File: src/rtl/core/dbd_pkg.sv
// Types and widths shared by the days-between-dates core.
`timescale 1ns / 1ps

package dbd_pkg;

	localparam int DAY_W    = 5;
	localparam int MONTH_W  = 4;
	localparam int YEAR_W   = 14;
	localparam int DIFF_W   = 23;
	localparam int DAYNUM_W = 23;
	localparam int PD_W     = 10;

	typedef struct packed {
		logic [DAY_W-1:0]   first_day;
		logic [MONTH_W-1:0] first_month;
		logic [YEAR_W-1:0]  first_year;
		logic [DAY_W-1:0]   second_day;
		logic [MONTH_W-1:0] second_month;
		logic [YEAR_W-1:0]  second_year;
	} dates_t;

	typedef struct packed {
		logic signed [DIFF_W-1:0] day_difference;
		logic                     order_error;
	} result_t;

endpackage

File: src/rtl/core/days_between_dates_core.sv
// Top level: pipelined signed day count between two Gregorian dates.
//
// Usage: drive dates and raise start for one cycle per item; an item is taken
// at each rising edge with start high and busy low. busy stays low, so a new
// pair of dates may enter every cycle (one item per cycle sustained).
// Each item yields one result: done rises once the item has passed the v_s1,
// v_s2, v_s3 and done_s4 valid registers and stays high for exactly one cycle,
// with result valid in that cycle.
// The depth is set by the pipeline: input/order check, reciprocal divides,
// year-start count with month prefix, and the final subtract with saturation.
// result.day_difference is the signed day count, saturated at 4194303;
// on an order error (first year later, or same year and first month later)
// it is all ones and result.order_error is set.
// Reset clears all valid bits; items in flight are dropped and done is low.
// The receiver cannot stall: results are shown once and must be taken.
`timescale 1ns / 1ps

module days_between_dates_core import dbd_pkg::*; (
	input  logic    clk,
	input  logic    arst_n,
	input  logic    start,
	output logic    busy,
	input  dates_t  dates,
	output logic    done,
	output result_t result
);

	localparam logic [MONTH_W-1:0] MONTH_AFTER_DEC = 4'd13;
	localparam logic [MONTH_W-1:0] MONTH_JAN       = 4'd1;
	localparam int                 SUM_W           = DAYNUM_W + 2;
	localparam logic signed [SUM_W-1:0] DIFF_MAX   = SUM_W'(4194303);

	logic                accept;
	logic                same_year, err;
	logic [MONTH_W-1:0]  sel1, sel2;

	logic                v_s1, v_s2, v_s3, done_s4;
	logic                err_s1, err_s2, err_s3;
	logic [YEAR_W-1:0]   y1_s1, y2_s1;
	logic [MONTH_W-1:0]  m1_s1, m2_s1;
	logic [DAY_W-1:0]    d1_s1, d2_s1;
	result_t             result_s4;

	logic [DAYNUM_W-1:0] dn1, dn2;
	logic [PD_W-1:0]     pd1, pd2;
	logic [SUM_W-1:0]    diff;
	logic [DIFF_W-1:0]   diff_sat;

	assign busy   = 1'b0;
	assign accept = start && !busy;

	// Stage 1: order check; clamp months so both dates share one day-number formula
	always_comb begin
		same_year = dates.first_year == dates.second_year;
		err = (dates.first_year > dates.second_year) ||
		      (same_year && (dates.first_month > dates.second_month));
		sel1 = dates.first_month;
		sel2 = dates.second_month;
		if (!same_year) begin
			if (dates.first_month > MONTH_AFTER_DEC)
				sel1 = MONTH_AFTER_DEC;
			if (dates.second_month < MONTH_JAN)
				sel2 = MONTH_JAN;
		end
	end

	always_ff @(posedge clk or negedge arst_n) begin
		if (!arst_n) begin
			v_s1    <= 1'b0;
			v_s2    <= 1'b0;
			v_s3    <= 1'b0;
			done_s4 <= 1'b0;
		end else begin
			v_s1    <= accept;
			v_s2    <= v_s1;
			v_s3    <= v_s2;
			done_s4 <= v_s3;
		end
	end

	always_ff @(posedge clk) begin
		err_s1 <= err;
		y1_s1  <= dates.first_year;
		y2_s1  <= dates.second_year;
		m1_s1  <= sel1;
		m2_s1  <= sel2;
		d1_s1  <= dates.first_day;
		d2_s1  <= dates.second_day;
		err_s2 <= err_s1;
		err_s3 <= err_s2;
	end

	// Stages 2 and 3: one day-number unit per date
	dbd_year_unit u_first (
		.clk     (clk),
		.year    (y1_s1),
		.month   (m1_s1),
		.day     (d1_s1),
		.day_num (dn1),
		.in_year (pd1)
	);

	dbd_year_unit u_second (
		.clk     (clk),
		.year    (y2_s1),
		.month   (m2_s1),
		.day     (d2_s1),
		.day_num (dn2),
		.in_year (pd2)
	);

	// Stage 4: subtract, saturate high, apply error code
	always_comb begin
		diff = SUM_W'(dn2) - SUM_W'(dn1) + SUM_W'(pd2) - SUM_W'(pd1);
		if ($signed(diff) > DIFF_MAX)
			diff_sat = DIFF_MAX[DIFF_W-1:0];
		else
			diff_sat = diff[DIFF_W-1:0];
	end

	always_ff @(posedge clk) begin
		result_s4.order_error    <= err_s3;
		result_s4.day_difference <= err_s3 ? '1 : diff_sat;
	end

	assign done   = done_s4;
	assign result = result_s4;

endmodule

File: src/rtl/core/dbd_year_unit.sv
// Two-stage day-number unit: days from year 0 to a date's month start, plus day offset.
`timescale 1ns / 1ps

module dbd_year_unit import dbd_pkg::*; (
	input  logic                clk,
	input  logic [YEAR_W-1:0]   year,
	input  logic [MONTH_W-1:0]  month,
	input  logic [DAY_W-1:0]    day,
	output logic [DAYNUM_W-1:0] day_num,
	output logic [PD_W-1:0]     in_year
);

	localparam logic [12:0] DIV100_MUL = 13'd5243;
	localparam int          DIV100_SH  = 19;
	localparam logic [14:0] HUNDRED    = 15'd100;

	// floor(x / 100) for x below 25600
	function automatic logic [7:0] div100(input logic [14:0] x);
		logic [27:0] p;
		p = 28'(x) * 28'(DIV100_MUL);
		return p[DIV100_SH+7:DIV100_SH];
	endfunction

	// Month-start offsets with a 28-day February; months 0, 2, 13 and 14 count as February.
	function automatic logic [8:0] month_base(input logic [MONTH_W-1:0] m);
		logic [8:0] b;
		case (m)
			4'd0:    b = 9'd0;
			4'd1:    b = 9'd28;
			4'd2:    b = 9'd59;
			4'd3:    b = 9'd87;
			4'd4:    b = 9'd118;
			4'd5:    b = 9'd148;
			4'd6:    b = 9'd179;
			4'd7:    b = 9'd209;
			4'd8:    b = 9'd240;
			4'd9:    b = 9'd271;
			4'd10:   b = 9'd301;
			4'd11:   b = 9'd332;
			4'd12:   b = 9'd362;
			4'd13:   b = 9'd393;
			4'd14:   b = 9'd421;
			default: b = 9'd449;
		endcase
		return b;
	endfunction

	logic [14:0] sum99, sum399, hund, quarter;
	logic [DAYNUM_W-1:0] mul365;
	logic [2:0]  feb_below;
	logic [8:0]  prefix;
	logic        leap;

	logic [YEAR_W-1:0]  year_s2;
	logic [MONTH_W-1:0] month_s2;
	logic [DAY_W-1:0]   day_s2;
	logic [7:0]         qc100_s2, qc400_s2, qf100_s2;

	logic [DAYNUM_W-1:0] day_num_s3;
	logic [PD_W-1:0]     in_year_s3;

	// Stage 2: ceilings of y/100 and y/400, floor of y/100
	assign sum99  = 15'(year) + 15'd99;
	assign sum399 = 15'(year) + 15'd399;

	always_ff @(posedge clk) begin
		year_s2  <= year;
		month_s2 <= month;
		day_s2   <= day;
		qc100_s2 <= div100(sum99);
		qc400_s2 <= div100({2'b00, sum399[14:2]});
		qf100_s2 <= div100(15'(year));
	end

	// Stage 3: leap flag, year start count, month prefix
	assign hund    = 15'(qf100_s2) * HUNDRED;
	assign leap    = (year_s2[1:0] == 2'b00) &&
	                 ((15'(year_s2) != hund) || (qf100_s2[1:0] == 2'b00));
	assign quarter = (15'(year_s2) + 15'd3) >> 2;
	assign mul365  = DAYNUM_W'(year_s2) * DAYNUM_W'(365);

	always_comb begin
		feb_below = 3'(month_s2 > 4'd0) + 3'(month_s2 > 4'd2) +
		            3'(month_s2 > 4'd13) + 3'(month_s2 > 4'd14);
		prefix = month_base(month_s2) + (leap ? 9'(feb_below) : 9'd0);
	end

	// Measure the offset from January 1 (less month 0) plus 29, so it never goes negative
	always_ff @(posedge clk) begin
		day_num_s3 <= mul365 + DAYNUM_W'(quarter) - DAYNUM_W'(qc100_s2)
		              + DAYNUM_W'(qc400_s2);
		in_year_s3 <= PD_W'(prefix) + PD_W'(day_s2) + PD_W'(!leap);
	end

	assign day_num = day_num_s3;
	assign in_year = in_year_s3;

endmodule

File: config.mk
export PLATFORM = sky130hd
export DESIGN_NAME = days_between_dates_core
export DESIGN_NICKNAME = d
export VERILOG_FILES = /design/src/rtl/core/dbd_pkg.sv /design/src/rtl/core/days_between_dates_core.sv /design/src/rtl/core/dbd_year_unit.sv
export SDC_FILE = /design/constraint.sdc
export NUM_CORES = 2
export LEC_CHECK = 0
export BUFFER_PORTS_ARGS = -buffer_cell sky130_fd_sc_hd__clkbuf_2
export CORE_MARGIN = 1
export CORE_UTILIZATION = 35
export CTS_CLUSTER_DIAMETER = 30
export DETAILED_ROUTE_END_ITERATION = 6
export HOLD_SLACK_MARGIN = 0.12
export PLACE_DENSITY = 0.55
export SYNTH_ARGS = -nofsm -noshare
export SYNTH_HDL_FRONTEND = slang
export SYNTH_SLANG_ARGS = --single-unit
File: constraint.sdc
create_clock -name clk -period 7.95 [get_ports clk]
set_clock_uncertainty 0.15 [all_clocks]
set_input_delay 0 -clock clk [delete_from_list [all_inputs] [get_ports clk]]
set_output_delay 0 -clock clk [all_outputs]
set_load 0.02 [all_outputs]
==> impl_metrics.toml <==
[critical_path]
critical_path_class = "reg -> reg"
critPathMaxStageDelay_ns = 0.81
crit_top_cell = "inv_1"
slowest_stage = "dfxtp_1"
cp-start-kind = "flip-flop"
arrival_ns = 7.77
crit_family = "adder cells"
crit_fanout = 12
crit_required_ns = 8.33
cp_cell_sequence = "inv_1 -> ha_1 -> a21boi_0 -> nor2b_1 -> nand3_1 -> xnor2_1 -> inv_1 -> fa_1 -> inv_1 -> ha_1 -> fa_1 -> inv_1 -> fa_1 -> fa_1 -> inv_1 -> ha_1 -> a21o_1 -> a21o_1 -> a21oi_1 -> o21ai_0 -> a2111oi_2 -> o21bai_1 -> a21oi_1 -> xnor2_1"
critPathBufInv = 5
worstSetupEndpointType = "flip-flop"

[yosys]
ys.flop_type = "dfxtp_1"
synth_edf_count = 0
netlist_instances = 4053
netlist_area_um2 = 40100
syn-num-nets = 5607
synthArstFlopShare_pct = 1.58
avgSynthCellArea_um2 = 9.89
yosys.cell_types.count = 79
synth_seq_cells = 253
yosysSeqAreaShare_pct = 12.7
ys.warnings.count = 0

[clocking]
cts_buffer_depth = 3
cts_made_buffers = 56
htreeDepth = 2
clockRootBuffer = "clkbuf_16"
path_clk_slew_ns = 0.05
tritoncts = "done"
clk_latency_ns = 0.60
cts_sinks = 253

[detailed_routing]
vias = 26174
dr.pass1.iters = 5
via_per_inst = 4.47
drt-total-wl_um = 86200
post-route-drc-count = 0
drt_first_iter_violations = 892
ant_nets = 0
post_drt_wl_per_cell_um = 14.7

[place]
portBuffers = 73
placed_cell_area_um2 = 42500
hpwl_um = 76000
pre_cts_slack_ns = 0.382
globalplace.congestion = 0.854

[grt]
grt_pass1_wl_um = 144000
top_usage_layer = "met2"
track_usage_pct = 15.4
grtUsageMet1_pct = 22.6
met3_usage_pct = 1.71
grt_max_degree = 23
antenna_found_initial = 1
use_met2_pct = 24.6
overflow = 0
grt_pass1_vias = 27989

[status]
status = "completed"

[timing]
fmax_mhz = 135
period_needed_ns = 7.39
setup_violations = 0
rsz0062_at_grt = "no"
finalHoldViolations = 0
slew-limit-headroom_pct = 36.4
finalCritPeriodShare_pct = 93.0
setup_slack_ns = 0.557
slew_viol_final = 0
finalSetupTns_ns = 0
tightest_slew_ns = 0.947

[die]
io_pins = 75
num_rows = 123
die_w_um = 340
die_h_um = 340
start_util_pct = 35.5
coreArea_um2 = 113000
die-area_um2 = 116000

[layout]
final_common_cell = "inv_1"
nets = 5859
final_cell_mix = "inv_1 (1124), ha_1 (944), fa_1 (561)"
syn_to_final_growth_pct = 13.4
antennaDiodeCount = 0
drive_gt1_share_pct = 5.77
final_area_um2 = 45500

[min_path]
hp-class = "reg -> reg"

[job]
max-cap-violations = 0
## layer usage
layer  up-vias  wire length [µm]  part of all wire [%]
met5         -                 0                     0
met4         0              1220                   1.4
met3        76              2260                   2.6
met2       264             38200                    44
met1     12556             44500                    52
li1      13278                 -                     -
## cells in the mapped netlist (4+ instances only)
cell type,count,area [µm²]
a2111oi_0,5,43.8
a211o_1,5,43.8
a211oi_1,14,105
a21boi_0,7,52.6
a21o_1,63,473
a21oi_1,127,636
a31o_2,5,43.8
a31oi_1,10,62.6
a41o_1,4,40.0
and2_1,13,81.3
and3_1,24,150
and4_1,4,35.0
clkbuf_1,9,33.8
dfrtp_1,4,100
dfxtp_1,249,4980
fa_1,561,11200
ha_1,944,11800
inv_1,1124,4220
mux2i_1,5,50.1
nand2_1,98,368
nand2b_1,14,87.6
nand3_1,48,240
nand3b_1,4,30.0
nand4_1,22,138
nor2_1,106,398
nor2b_1,26,163
nor3_1,36,180
nor3b_1,6,45.0
nor4_1,5,31.3
o2111ai_1,4,35.0
o211ai_1,12,90.1
o21a_1,24,180
o21ai_0,65,325
o21bai_1,16,120
o31ai_1,5,37.5
or2_2,8,50.1
or3_1,40,250
xnor2_1,208,1820
xor2_1,66,578
## final cells by class
| cell class | instances | area [µm²] |
|---|---|---|
| clock buffers | 67 | 1500 |
| clock inverters | 36 | 439 |
| fillers | 11179 | 67500 |
| inverters | 1124 | 4220 |
| multi-input cells | 2661 | 30700 |
| flip-flops and latches | 253 | 5080 |
| well taps | 1500 | 1880 |
| repair buffers | 209 | 1630 |
## registers in the layout, summed over array words and instances, names as in the netlist, 7 cells and up, named ones only
register,flops
u_first.qc100_s2,8
u_first.day_num,23
result,24
u_first.qf100_s2,8
u_first.year_s2,14
u_second.year_s2,14
u_first.qc400_s2,7
u_second.qc400_s2,7
u_first.in_year,10
u_second.qc100_s2,8
y1_s1,14
u_second.day_num,23
u_second.qf100_s2,8
y2_s1,14
u_second.in_year,10
## metrics by stage
stage / hold slack, ns / instances / util, %
2_1_floorplan: -0.446 / 4053 / -
3_3_place_gp: -0.342 / 5649 / 37.6
3_5_place_dp: -0.340 / 5649 / 37.6
4_1_cts: 0.128 / 5850 / 40.2
5_1_grt: 0.179 / 5850 / 40.3
6_report: 0.175 / 5850 / 40.3
## what timing repair did
action,in CTS,in global routing
setup endpoints to repair,0,3
resized for setup,0,2
endpoints found under the hold margin,52,0
hold buffers,98,0
buffers inserted,0,0
## worst reg2reg max path: stages (launching register included)
cell and delay, ns:
dfxtp_1 0.81, inv_1 0.32, ha_1 0.27, a21boi_0 0.17, nor2b_1 0.26, nand3_1 0.13, xnor2_1 0.53, inv_1 0.29
fa_1 0.60, inv_1 0.04, ha_1 0.29, fa_1 0.53, inv_1 0.05, fa_1 0.46, fa_1 0.49, inv_1 0.04
ha_1 0.30, a21o_1 0.17, a21o_1 0.18, a21oi_1 0.14, o21ai_0 0.14, a2111oi_2 0.46, o21bai_1 0.17, a21oi_1 0.20
xnor2_1 0.13
## logic make-up after synthesis
| kind of cell | after synthesis | share of synthesized area [%] |
|---|---|---|
| flops | 253 | 12.7 |
| xor+xnor | 274 | 5.99 |
| compound gates | 412 | 7.06 |
| fa+ha+maj | 1505 | 57.5 |
| simple gates | 462 | 5.81 |
| other cells | 1 | 0.00935 |
| mux | 7 | 0.237 |
| buf+inv | 1139 | 10.7 |
## final timing paths
path	from	to	slack, ns	cells past startpoint
setup / recovery	y2_s1[5]	u_second.qc100_s2[6]	0.56	24
hold / removal	d2_s1[0]	u_second.day_s2[0]	0.17	0
setup reg to reg	y2_s1[5]	u_second.qc100_s2[6]	0.56	24
hold reg to reg	d2_s1[0]	u_second.day_s2[0]	0.17	0
max in group asynchronous	arst_n	v_s1	6.79	4
min in group asynchronous	arst_n	v_s3	0.69	4
Power is not shown: default switching activity piles up to over one toggle a cycle in this logic, so the estimate is an artifact.
